**src/rtl/kiss_frame_decoder_crc_macros.svh**
```systemverilog
// Assertion macros for the KISS frame decoder.
`ifndef KISS_FRAME_DECODER_CRC_MACROS_SVH
`define KISS_FRAME_DECODER_CRC_MACROS_SVH
`ifndef SYNTHESIS
`define KFD_ASSERT(label, clk, rst, prop, msg) \
  label: assert property (@(posedge clk) disable iff (rst) (prop)) else $error(msg);
`define KFD_ASSERT_NORST(label, clk, prop, msg) \
  label: assert property (@(posedge clk) (prop)) else $error(msg);
`else
`define KFD_ASSERT(label, clk, rst, prop, msg)
`define KFD_ASSERT_NORST(label, clk, prop, msg)
`endif
`endif

```
**src/rtl/kfd_pkg.sv**
```systemverilog
package kfd_pkg;

  typedef enum logic [1:0] {
    PH_WAIT  = 2'd0,
    PH_TYPE  = 2'd1,
    PH_DATA  = 2'd2,
    PH_ESC   = 2'd3
  } phase_t;

  typedef enum logic [2:0] {
    K_DATA    = 3'd0,
    K_GOOD    = 3'd1,
    K_CRCERR  = 3'd2,
    K_ESCERR  = 3'd3,
    K_TOOLONG = 3'd4,
    K_START   = 3'd5
  } kind_t;

  localparam logic [1:0] MODE_SMACK = 2'd1;
  localparam logic [1:0] MODE_RMNC  = 2'd2;

  localparam logic [7:0] FEND  = 8'hC0;
  localparam logic [7:0] FESC  = 8'hDB;
  localparam logic [7:0] TFEND = 8'hDC;
  localparam logic [7:0] TFESC = 8'hDD;

  localparam logic [15:0] RMNC_INIT    = 16'hFFFF;
  localparam logic [7:0]  SMACK_SEED   = 8'h80;
  localparam logic [7:0]  RMNC_SEED    = 8'h20;
  localparam logic [15:0] RMNC_RESIDUE = 16'h7070;

  localparam logic [15:0] RMNC_TAB [256] = '{
    16'h0f87, 16'h1e0e, 16'h2c95, 16'h3d1c, 16'h49a3, 16'h582a, 16'h6ab1, 16'h7b38,
    16'h83cf, 16'h9246, 16'ha0dd, 16'hb154, 16'hc5eb, 16'hd462, 16'he6f9, 16'hf770,
    16'h1f06, 16'h0e8f, 16'h3c14, 16'h2d9d, 16'h5922, 16'h48ab, 16'h7a30, 16'h6bb9,
    16'h934e, 16'h82c7, 16'hb05c, 16'ha1d5, 16'hd56a, 16'hc4e3, 16'hf678, 16'he7f1,
    16'h2e85, 16'h3f0c, 16'h0d97, 16'h1c1e, 16'h68a1, 16'h7928, 16'h4bb3, 16'h5a3a,
    16'ha2cd, 16'hb344, 16'h81df, 16'h9056, 16'he4e9, 16'hf560, 16'hc7fb, 16'hd672,
    16'h3e04, 16'h2f8d, 16'h1d16, 16'h0c9f, 16'h7820, 16'h69a9, 16'h5b32, 16'h4abb,
    16'hb24c, 16'ha3c5, 16'h915e, 16'h80d7, 16'hf468, 16'he5e1, 16'hd77a, 16'hc6f3,
    16'h4d83, 16'h5c0a, 16'h6e91, 16'h7f18, 16'h0ba7, 16'h1a2e, 16'h28b5, 16'h393c,
    16'hc1cb, 16'hd042, 16'he2d9, 16'hf350, 16'h87ef, 16'h9666, 16'ha4fd, 16'hb574,
    16'h5d02, 16'h4c8b, 16'h7e10, 16'h6f99, 16'h1b26, 16'h0aaf, 16'h3834, 16'h29bd,
    16'hd14a, 16'hc0c3, 16'hf258, 16'he3d1, 16'h976e, 16'h86e7, 16'hb47c, 16'ha5f5,
    16'h6c81, 16'h7d08, 16'h4f93, 16'h5e1a, 16'h2aa5, 16'h3b2c, 16'h09b7, 16'h183e,
    16'he0c9, 16'hf140, 16'hc3db, 16'hd252, 16'ha6ed, 16'hb764, 16'h85ff, 16'h9476,
    16'h7c00, 16'h6d89, 16'h5f12, 16'h4e9b, 16'h3a24, 16'h2bad, 16'h1936, 16'h08bf,
    16'hf048, 16'he1c1, 16'hd35a, 16'hc2d3, 16'hb66c, 16'ha7e5, 16'h957e, 16'h84f7,
    16'h8b8f, 16'h9a06, 16'ha89d, 16'hb914, 16'hcdab, 16'hdc22, 16'heeb9, 16'hff30,
    16'h07c7, 16'h164e, 16'h24d5, 16'h355c, 16'h41e3, 16'h506a, 16'h62f1, 16'h7378,
    16'h9b0e, 16'h8a87, 16'hb81c, 16'ha995, 16'hdd2a, 16'hcca3, 16'hfe38, 16'hefb1,
    16'h1746, 16'h06cf, 16'h3454, 16'h25dd, 16'h5162, 16'h40eb, 16'h7270, 16'h63f9,
    16'haa8d, 16'hbb04, 16'h899f, 16'h9816, 16'heca9, 16'hfd20, 16'hcfbb, 16'hde32,
    16'h26c5, 16'h374c, 16'h05d7, 16'h145e, 16'h60e1, 16'h7168, 16'h43f3, 16'h527a,
    16'hba0c, 16'hab85, 16'h991e, 16'h8897, 16'hfc28, 16'heda1, 16'hdf3a, 16'hceb3,
    16'h3644, 16'h27cd, 16'h1556, 16'h04df, 16'h7060, 16'h61e9, 16'h5372, 16'h42fb,
    16'hc98b, 16'hd802, 16'hea99, 16'hfb10, 16'h8faf, 16'h9e26, 16'hacbd, 16'hbd34,
    16'h45c3, 16'h544a, 16'h66d1, 16'h7758, 16'h03e7, 16'h126e, 16'h20f5, 16'h317c,
    16'hd90a, 16'hc883, 16'hfa18, 16'heb91, 16'h9f2e, 16'h8ea7, 16'hbc3c, 16'hadb5,
    16'h5542, 16'h44cb, 16'h7650, 16'h67d9, 16'h1366, 16'h02ef, 16'h3074, 16'h21fd,
    16'he889, 16'hf900, 16'hcb9b, 16'hda12, 16'haead, 16'hbf24, 16'h8dbf, 16'h9c36,
    16'h64c1, 16'h7548, 16'h47d3, 16'h565a, 16'h22e5, 16'h336c, 16'h01f7, 16'h107e,
    16'hf808, 16'he981, 16'hdb1a, 16'hca93, 16'hbe2c, 16'hafa5, 16'h9d3e, 16'h8cb7,
    16'h7440, 16'h65c9, 16'h5752, 16'h46db, 16'h3264, 16'h23ed, 16'h1176, 16'h00ff
  };

  function automatic logic [15:0] smack_feed(input logic [15:0] crc, input logic [7:0] b);
    logic [7:0] t;
    logic [15:0] r;
    t = crc[7:0] ^ b;
    r = {8'd0, t};
    for (int i = 0; i < 8; i++) begin
      r = r[0] ? ((r >> 1) ^ 16'hA001) : (r >> 1);
    end
    return {8'd0, crc[15:8]} ^ r;
  endfunction

  function automatic logic [15:0] rmnc_feed(input logic [15:0] crc, input logic [7:0] b);
    return {crc[7:0], 8'd0} ^ RMNC_TAB[crc[15:8] ^ b];
  endfunction

endpackage

```
**src/rtl/kiss_frame_decoder_crc.sv**
```systemverilog
// KISS receive deframer with optional CRC check. Raw serial bytes enter on
// the in_* channel; each word is decoded in one pass and yields at most one
// result word: an unescaped data byte, a frame start, a good frame, a CRC
// error, an escape error or an overlong frame. A new byte is taken every
// cycle while the result register is empty or being drained, so throughput
// is one byte per clock. crc_mode selects no check, SMACK CRC-16 or RMNC
// CRC; the user must write it only while the block is idle, and the block
// does not enforce this. Frames longer than MAX_FRAME_BYTES are abandoned.
module kiss_frame_decoder_crc #(
  parameter int MAX_FRAME_BYTES = 512
) (
  input  logic       clk,
  input  logic       rst,
  input  logic       cfg_we,
  input  logic [1:0] cfg_data,
  input  logic       in_valid,
  output logic       in_ready,
  input  logic [7:0] rx_byte,
  output logic       out_valid,
  input  logic       out_ready,
  output logic [2:0] result_kind,
  output logic [7:0] data_byte,
  output logic [9:0] frame_length,
  output logic       dropped_previous,
  output logic       receiving,
  output logic [15:0] crc_error_total,
  output logic [15:0] escape_error_total
);
  import kfd_pkg::*;
`include "kiss_frame_decoder_crc_macros.svh"

  // Count register wide enough to hold MAX_FRAME_BYTES + 1.
  localparam int CW = $clog2(MAX_FRAME_BYTES + 2);
  localparam logic [CW-1:0] MAX_CNT = CW'(MAX_FRAME_BYTES);

  logic [1:0]   crc_mode;
  phase_t       rx_phase, rx_phase_next;
  logic [15:0]  crc_acc, crc_acc_next;
  logic         frame_open, frame_open_next;
  logic [CW-1:0] byte_count, byte_count_next;
  logic [15:0]  crc_err_cnt, crc_err_cnt_next;
  logic [15:0]  esc_err_cnt, esc_err_cnt_next;

  logic       emit;
  kind_t      kind;
  logic [7:0] data_v;
  logic [CW-1:0] len_v;
  logic       dropped_v;
  logic       accept;

  // The result register is free when empty or being taken this cycle.
  assign in_ready = !out_valid || out_ready;
  assign accept   = in_valid && in_ready;

  always_comb begin
    logic       payload;
    logic       bad;
    logic [7:0] b;
    logic [CW-1:0] cnt_inc;
    rx_phase_next    = rx_phase;
    crc_acc_next     = crc_acc;
    frame_open_next  = frame_open;
    byte_count_next  = byte_count;
    crc_err_cnt_next = crc_err_cnt;
    esc_err_cnt_next = esc_err_cnt;
    emit      = 1'b0;
    kind      = K_DATA;
    data_v    = 8'd0;
    len_v     = '0;
    dropped_v = 1'b0;
    payload   = 1'b0;
    bad       = 1'b0;
    b         = rx_byte;
    cnt_inc   = byte_count + CW'(1);
    unique case (rx_phase)
      PH_WAIT: begin
        if (rx_byte == FEND) rx_phase_next = PH_TYPE;
      end
      PH_TYPE: begin
        if (rx_byte != FEND) begin
          if (rx_byte[3:0] != 4'd0) begin
            rx_phase_next = PH_WAIT;
          end else begin
            rx_phase_next   = PH_DATA;
            dropped_v       = frame_open;
            frame_open_next = 1'b1;
            byte_count_next = '0;
            if (crc_mode == MODE_SMACK) crc_acc_next = smack_feed(16'd0, SMACK_SEED);
            else if (crc_mode == MODE_RMNC) crc_acc_next = rmnc_feed(RMNC_INIT, RMNC_SEED);
            kind = K_START;
            emit = 1'b1;
          end
        end
      end
      PH_DATA: begin
        if (rx_byte == FEND) begin
          rx_phase_next = PH_WAIT;
          if (frame_open) begin
            len_v = byte_count;
            if (crc_mode == MODE_SMACK || crc_mode == MODE_RMNC) begin
              if (byte_count > CW'(2)) len_v = byte_count - CW'(2);
              bad = (crc_mode == MODE_SMACK) ? (crc_acc != 16'd0)
                                             : (crc_acc != RMNC_RESIDUE);
            end
            byte_count_next = len_v;
            emit = 1'b1;
            if (bad) begin
              crc_err_cnt_next = crc_err_cnt + 16'd1;
              kind = K_CRCERR;
            end else begin
              frame_open_next = 1'b0;
              kind = K_GOOD;
            end
          end
        end else if (rx_byte == FESC) begin
          rx_phase_next = PH_ESC;
        end else begin
          payload = 1'b1;
        end
      end
      PH_ESC: begin
        if (rx_byte == TFEND) begin
          b = FEND;
          rx_phase_next = PH_DATA;
          payload = 1'b1;
        end else if (rx_byte == TFESC) begin
          b = FESC;
          rx_phase_next = PH_DATA;
          payload = 1'b1;
        end else begin
          esc_err_cnt_next = esc_err_cnt + 16'd1;
          rx_phase_next = PH_WAIT;
          kind = K_ESCERR;
          emit = 1'b1;
        end
      end
      default: ;
    endcase
    if (payload) begin
      if (crc_mode == MODE_SMACK) crc_acc_next = smack_feed(crc_acc, b);
      else if (crc_mode == MODE_RMNC) crc_acc_next = rmnc_feed(crc_acc, b);
      byte_count_next = cnt_inc;
      emit = 1'b1;
      if (cnt_inc > MAX_CNT) begin
        rx_phase_next = PH_WAIT;
        kind = K_TOOLONG;
      end else begin
        kind   = K_DATA;
        data_v = b;
      end
    end
  end

  always_ff @(posedge clk) begin
    if (rst) begin
      crc_mode    <= 2'd0;
      rx_phase    <= PH_WAIT;
      crc_acc     <= 16'd0;
      frame_open  <= 1'b0;
      byte_count  <= '0;
      crc_err_cnt <= 16'd0;
      esc_err_cnt <= 16'd0;
      out_valid   <= 1'b0;
    end else begin
      if (cfg_we) crc_mode <= cfg_data;
      if (accept) begin
        rx_phase    <= rx_phase_next;
        crc_acc     <= crc_acc_next;
        frame_open  <= frame_open_next;
        byte_count  <= byte_count_next;
        crc_err_cnt <= crc_err_cnt_next;
        esc_err_cnt <= esc_err_cnt_next;
        out_valid   <= emit;
      end else if (out_ready) begin
        out_valid <= 1'b0;
      end
    end
  end

  // Result payload register; loaded only with an accepted word.
  always_ff @(posedge clk) begin
    if (accept) begin
      result_kind        <= kind;
      data_byte          <= data_v;
      frame_length       <= 10'(len_v);
      dropped_previous   <= dropped_v;
      receiving          <= rx_phase_next[1];
      crc_error_total    <= crc_err_cnt_next;
      escape_error_total <= esc_err_cnt_next;
    end
  end

  `KFD_ASSERT(a_stall_holds, clk, rst, (out_valid && !out_ready) |=> out_valid, "result lost")
  `KFD_ASSERT(a_no_accept_stalled, clk, rst, (out_valid && !out_ready) |-> !in_ready, "overrun")
  `KFD_ASSERT(a_count_bound, clk, rst, byte_count <= MAX_CNT + CW'(1), "count overflow")
  `KFD_ASSERT(a_data_in_frame, clk, rst, (out_valid && result_kind == K_DATA) |-> frame_open, "data outside frame")

endmodule
```
**config.mk**
```make
export PLATFORM = sky130hd
export DESIGN_NAME = kiss_frame_decoder_crc
export DESIGN_NICKNAME = d
export VERILOG_FILES = /design/src/rtl/kfd_pkg.sv /design/src/rtl/kiss_frame_decoder_crc.sv
export VERILOG_INCLUDE_DIRS = /design/src /design/src/rtl
export SDC_FILE = /design/constraint.sdc
export NUM_CORES = 1
export LEC_CHECK = 0
export BUFFER_PORTS_ARGS = -buffer_cell sky130_fd_sc_hd__buf_2
export CAP_MARGIN = 20
export CORE_MARGIN = 3
export CORE_UTILIZATION = 55
export DETAILED_ROUTE_END_ITERATION = 8
export HOLD_SLACK_MARGIN = 0.12
export PLACE_DENSITY = 0.78
export SYNTH_ARGS = -nofsm -noshare
export SYNTH_HDL_FRONTEND = slang
export SYNTH_SLANG_ARGS = --single-unit
```
**constraint.sdc**
```tcl
create_clock -name clk -period 5.2 [get_ports clk]
set_clock_uncertainty 0.15 [all_clocks]
set_input_delay 1.04 -clock clk [delete_from_list [all_inputs] [get_ports clk]]
set_output_delay 1.04 -clock clk [all_outputs]
set_load 0.005 [all_outputs]
```
==> reports/metrics.cfg, run 1 <==
[synth]
ys_ff_latch = 119
synthFlopType = dfxtp_1
syn_inst = 747
syn_avg_cell_area_sq_um = 9.09
async_reset_ff_frac = 0
ys_types = 71
syn_area_sq_mm = 0.00679
yosys_warnings = 0
ys_seq_area_frac = 0.432
synthesis.nets = 770
synth-edff-count = 55

[global_routing]
grt_start_max_net_pins = 90
overflow = 0
track_usage = 0.246
grt_pass1_vias = 5458
antenna_found_initial = 0
grt_pass1_wl_microns = 26700

[clock_tree]
cts_buffers = 17
cts_resized = 0
hold_buffers = 0
cts_setup_buffers = 0
worst_skew_pair.late_latency_ps = 420
cts-root-buf = clkbuf_16
h-tree-depth = 4
cts_tree = built
clk_pin_slew_ps = 50
clkSinkCount = 119
clockBufferDepth = 2

[drt]
drtIter0Drc = 582
wire_per_inst_microns = 16.5
vias = 5689
drt-pass1-iter-count = 7
drt_drc_violations_left = 0
wl_microns = 16100
ant_nets = 0
vias_per_cell = 5.86

[floorplan]
die_y_microns = 117
fp.coreArea_sq_mm = 0.0118
start_util = 0.577
die_w_microns = 117
row_count = 39
io_pins = 72
die_area_sq_mm = 0.0137

[power_and_ir_drop]
power.internal_uw = 1850
p_per_area_mw_per_mm2 = 309
switchingPower_uw = 564
vdd_drop_max_mv = 0.178
clkPwrFrac = 0.479
power_leakage_uw = 0.00294
p_total_uw = 2410
combPwrFrac = 0.099
sequentialPowerShare = 0.422
swShare = 0.234

[cells_and_area]
nNetsFinal = 817
area_growth_pct = 14.9
drive_gt1_frac = 0.152
final_common_cell = nor2_1
diodes = 0
layout_common_cells = nor2_1, nand2_1, buf_2, dfxtp_1, xnor2_1

[sta]
fmax_mhz = 268
rsz0062_at_grt = false
hold_viol = 0
drv_slew = 0
setup-violations-final = 0
max_slew_margin = 0.315
min_period_over_period = 0.717
period_needed_ps = 3730
tightest_slew_ps = 1030
final.setup.worst_slack_ps = 1470
tns_ps = 0

[setup_path]
end_kind = flip-flop
crit_type = input port to flip-flop
cp_data_required_time_ps = 5390
cp-start-kind = input port
cp.arrival_ps = 3920
crit_path_max_fanout = 17

[job]
maxCapViolations = 0

[placement]
pre_cts_ws_ps = 1090
port_buffers = 71
place.gp.congestion = 0.912
dp_hpwl_microns = 11000

[worst_hold_path]
hp-class = flip-flop to flip-flop

[run_status]
run_status = complete, no violations

[routing by layer]
metal	wire [microns]	vias up	global-route usage
met5	0	-	0
met4	291	0	0.0933
met3	1060	30	0.0468
met2	7920	233	0.416
met1	6800	2680	0.315
li1	-	2746	-
[worst max-delay path, stage by stage]
cell and delay, ps:
buf_2 150, or4_4 590, nand2b_4 180, or2_1 440, nor3_4 640, nand4_4 210
or4_1 510, a21oi_1 150
[cells by family (layout without fill, tap and decap cells)]
group / after synthesis / in the layout / synth area share
DFF: 119 / 119 / 0.432
and+or+nand+nor: 299 / 299 / 0.215
xor gates and xnor gates: 114 / 114 / 0.156
adders and majority gates: 8 / 8 / 0.0147
muxes: 6 / 6 / 0.00921
buffers and inverters: 61 / 121 / 0.0358
AOI/OAI and AO/OA: 140 / 140 / 0.137
[flip-flops by register name, indices dropped and copies added, names as in the netlist]
name	count
byte_count	10
crc_acc	16
crc_err_cnt	16
crc_error_total	16
crc_mode	2
data_byte	8
dropped_previous	1
esc_err_cnt	16
escape_error_total	16
frame_length	10
frame_open	1
out_valid	1
receiving	1
result_kind	3
rx_phase	2
[stage by stage]
stage                     instances  instance area (sq um)  hold WS (ps)   util
after detailed placement        938                   7200           331  0.612
after global placement          938                   7200           318  0.612
after floorplan                 747                   6790           309      -
after global routing            971                   7800           370  0.663
after CTS                       970                   7790           340  0.663
final                           971                   7800           339  0.663
[final cells by class]
class	count	area (sq um)
Clock buffer	25	495
Tap cell	164	205
Clock inverter	7	93.8
Multi-Input combinational cell	567	3620
Inverter	10	37.5
Sequential cell	119	2930
Fill cell	927	3960
Timing Repair Buffer	79	415
[cell usage after synthesis (3+ instances only)]
master	number	area [sq um]
a211oi_1	9	67.6
buf_1	5	18.8
xnor3_1	3	67.6
o21ai_0	32	160
nor2b_1	3	18.8
edfxtp_1	55	1650
nand4_1	9	56.3
o221ai_1	7	61.3
xnor2_1	63	552
a31oi_1	8	50.1
clkbuf_1	40	150
or3_1	12	75.1
nor3_1	22	110
xor2_1	46	403
nor4_1	7	43.8
a221oi_1	5	43.8
a311oi_1	3	26.3
and2_1	14	87.6
a22oi_1	5	37.5
ha_1	8	100
buf_2	5	25.0
o41ai_1	3	26.3
and4_1	5	43.8
nand3_1	29	145
mux2i_1	4	40.0
inv_1	9	33.8
o211ai_1	3	22.5
nand2_1	74	278
a21oi_1	39	195
nor2_1	95	357
dfxtp_1	64	1280
nand2b_1	7	43.8
and3_1	9	56.3
[path summary, 6_finish.rpt]
kind,from,to,slack (ps),cells after the start
setup reg to reg,crc_mode[0],crc_err_cnt[14],1770,8
hold reg to reg,crc_err_cnt[1],crc_err_cnt[1],340,2
hold / removal,crc_err_cnt[1],crc_err_cnt[1],340,2
setup / recovery,rx_byte[0],crc_err_cnt[14],1470,8
[power groups by stage]
stage               registers (uW)  logic, uW  clock network (uW)
finish                        1020        238                1160
global route                  1020        259                1210
CTS                           1020        234                1170
detailed placement            1040        232                   0
global placement              1040        228                   0
floorplan                     1030        166                   0
No activity file was read; power rests on OpenSTA's default activity.
==> run 2: changes to the inputs <==
- clock period: 5.2 -> 3.7 ns (I/O delays scaled with it)
==> reports/metrics.cfg, run 2 (synthesis results as in run 1) <==
[run_status]
run_status = complete, no violations

[cells_and_area]
area_growth_pct = 16.4
layout_common_cells = nor2_1, nand2_1, buf_2, dfxtp_1, xnor2_1
drive_gt1_frac = 0.171  ; +0.0187
diodes = 0  ; unchanged
nNetsFinal = 834  ; +2.1%
final_common_cell = nor2_1
fin_util = 0.672  ; +0.00872

[clock_tree]
clk_pin_slew_ps = 50  ; about the same
clkSinkCount = 119  ; unchanged
cts_tree = built
clockBufferDepth = 2  ; unchanged
worst_skew_pair.late_latency_ps = 420  ; about the same
cts_resized = 0  ; unchanged
cts-root-buf = clkbuf_16
hold_buffers = 0  ; unchanged
h-tree-depth = 4  ; unchanged
cts_setup_buffers = 0  ; unchanged
cts_buffers = 17  ; unchanged

[sta]
setup-violations-final = 0  ; unchanged
hold_viol = 0  ; unchanged
rsz0062_at_grt = false
fmax_mhz = 323
min_period_over_period = 0.837
drv_slew = 0  ; unchanged
max_slew_margin = 0.347  ; +0.0320
tightest_slew_ps = 975  ; -52.6 ps
period_needed_ps = 3100
tns_ps = 0  ; unchanged

[drt]
drt-pass1-iter-count = 5  ; -2
vias = 5802  ; +2.0%
vias_per_cell = 5.87  ; +0.23%
drt_drc_violations_left = 0  ; unchanged
ant_nets = 0  ; unchanged
wire_per_inst_microns = 16.9  ; +2.0%
drtIter0Drc = 591  ; +1.5%
wl_microns = 16700  ; +3.7%

[worst_hold_path]
hp-class = flip-flop to flip-flop

[floorplan]
start_util = 0.577  ; unchanged
die_y_microns = 117  ; unchanged
fp.coreArea_sq_mm = 0.0118  ; unchanged
die_area_sq_mm = 0.0137  ; unchanged
io_pins = 72  ; unchanged
die_w_microns = 117  ; unchanged
row_count = 39  ; unchanged

[setup_path]
worstSetupEndpoint = byte_count[2]
r2r-start = rx_phase[1]
crit_start = rx_phase[1]
cp-start-kind = flip-flop
end_kind = flip-flop
cp.arrival_ps = 3260  ; -660 ps
cp_data_required_time_ps = 3860  ; -1530 ps
reg2reg_slack_ps = 600  ; -1170 ps
crit_path_max_fanout = 12  ; -5
reg2regPathDepth = 8  ; unchanged
crit_type = flip-flop to flip-flop
reg2reg_to = byte_count[2]

[global_routing]
track_usage = 0.253  ; +0.00686
overflow = 0  ; unchanged
grt_start_max_net_pins = 55  ; -39%
grt_pass1_wl_microns = 27300  ; +2.2%
antenna_found_initial = 0  ; unchanged
grt_pass1_vias = 5547  ; +1.6%

[placement]
dp_hpwl_microns = 11600  ; +5.1%
place.gp.congestion = 0.934  ; +2.4%
port_buffers = 71  ; unchanged

[power_and_ir_drop]
power_leakage_uw = 0.00301  ; +2.4%
vdd_drop_max_mv = 0.302  ; +70%
p_per_area_mw_per_mm2 = 421  ; +36%

[job]
maxCapViolations = 0  ; unchanged

==> run 2: cell types whose count changed in the layout (fill, tap and decap cells not counted), sizes merged <==
cell and delta:
buf +17, bufinv -1, clkbuf -7, clkinv +5, clkinvlp +2, inv +1
==> run 2: layout make-up <==
cell class | count | area, sq um
flip-flops and latches | 119 | 2930
well taps | 164 | 205
fillers | 917 | 3860
clock inverters | 14 | 106
clock buffers | 18 | 450
multi-input cells | 567 | 3610
inverters | 10 | 37.5
repair buffers | 96 | 556
==> run 2: per-stage QoR <==
step                      cells  setup WS (ps)  hold WS [ps]  instance area (sq um)  total power (uW)
final                       988            603           333                   7900              3320
after global routing        988            478           369                   7900              3430
after CTS                   988            675           338                   7900              3340
after detailed placement    956            298           330                   7340              1800
after global placement      956            305           318                   7340              1790
after floorplan             747            242           309                   6790              1690
==> run 2: worst min-delay path by stage <==
stage | end | slack (ps) | startpoint | cells past startpoint
finish | esc_err_cnt[1] | 330 | esc_err_cnt[1] | 2
detailed placement | esc_err_cnt[1] | 330 | esc_err_cnt[1] | 2
floorplan | esc_err_cnt[1] | 310 | esc_err_cnt[1] | 2
global route | esc_err_cnt[1] | 370 | esc_err_cnt[1] | 2
CTS | esc_err_cnt[1] | 340 | esc_err_cnt[1] | 2
global placement | esc_err_cnt[1] | 320 | esc_err_cnt[1] | 2
==> run 2: power by group <==
part	switching, uW	leakage (uW)	internal, uW	total [uW]
Clock	598	0.000269	949	1550
Sequential	20.9	0.00109	1410	1430
Combinational	210	0.00166	137	347
==> run 2: layer usage <==
layer	wire, microns	vias to the layer above	global-route usage
met4	430	0	0.110
met1	7160	2755	0.318
met5	0	-	0
li1	-	2786	-
met2	8040	225	0.422
met3	1030	36	0.0545
==> run 2: critical path, cell delays in order, from the launching register on <==
cell and delay (ps):
dfxtp_1 500, nor2b_1 360, o41ai_1 160, buf_4 160, a21bo_2 300, a31oi_1 770
o221ai_1 290, a22oi_1 240, nor2_1 50
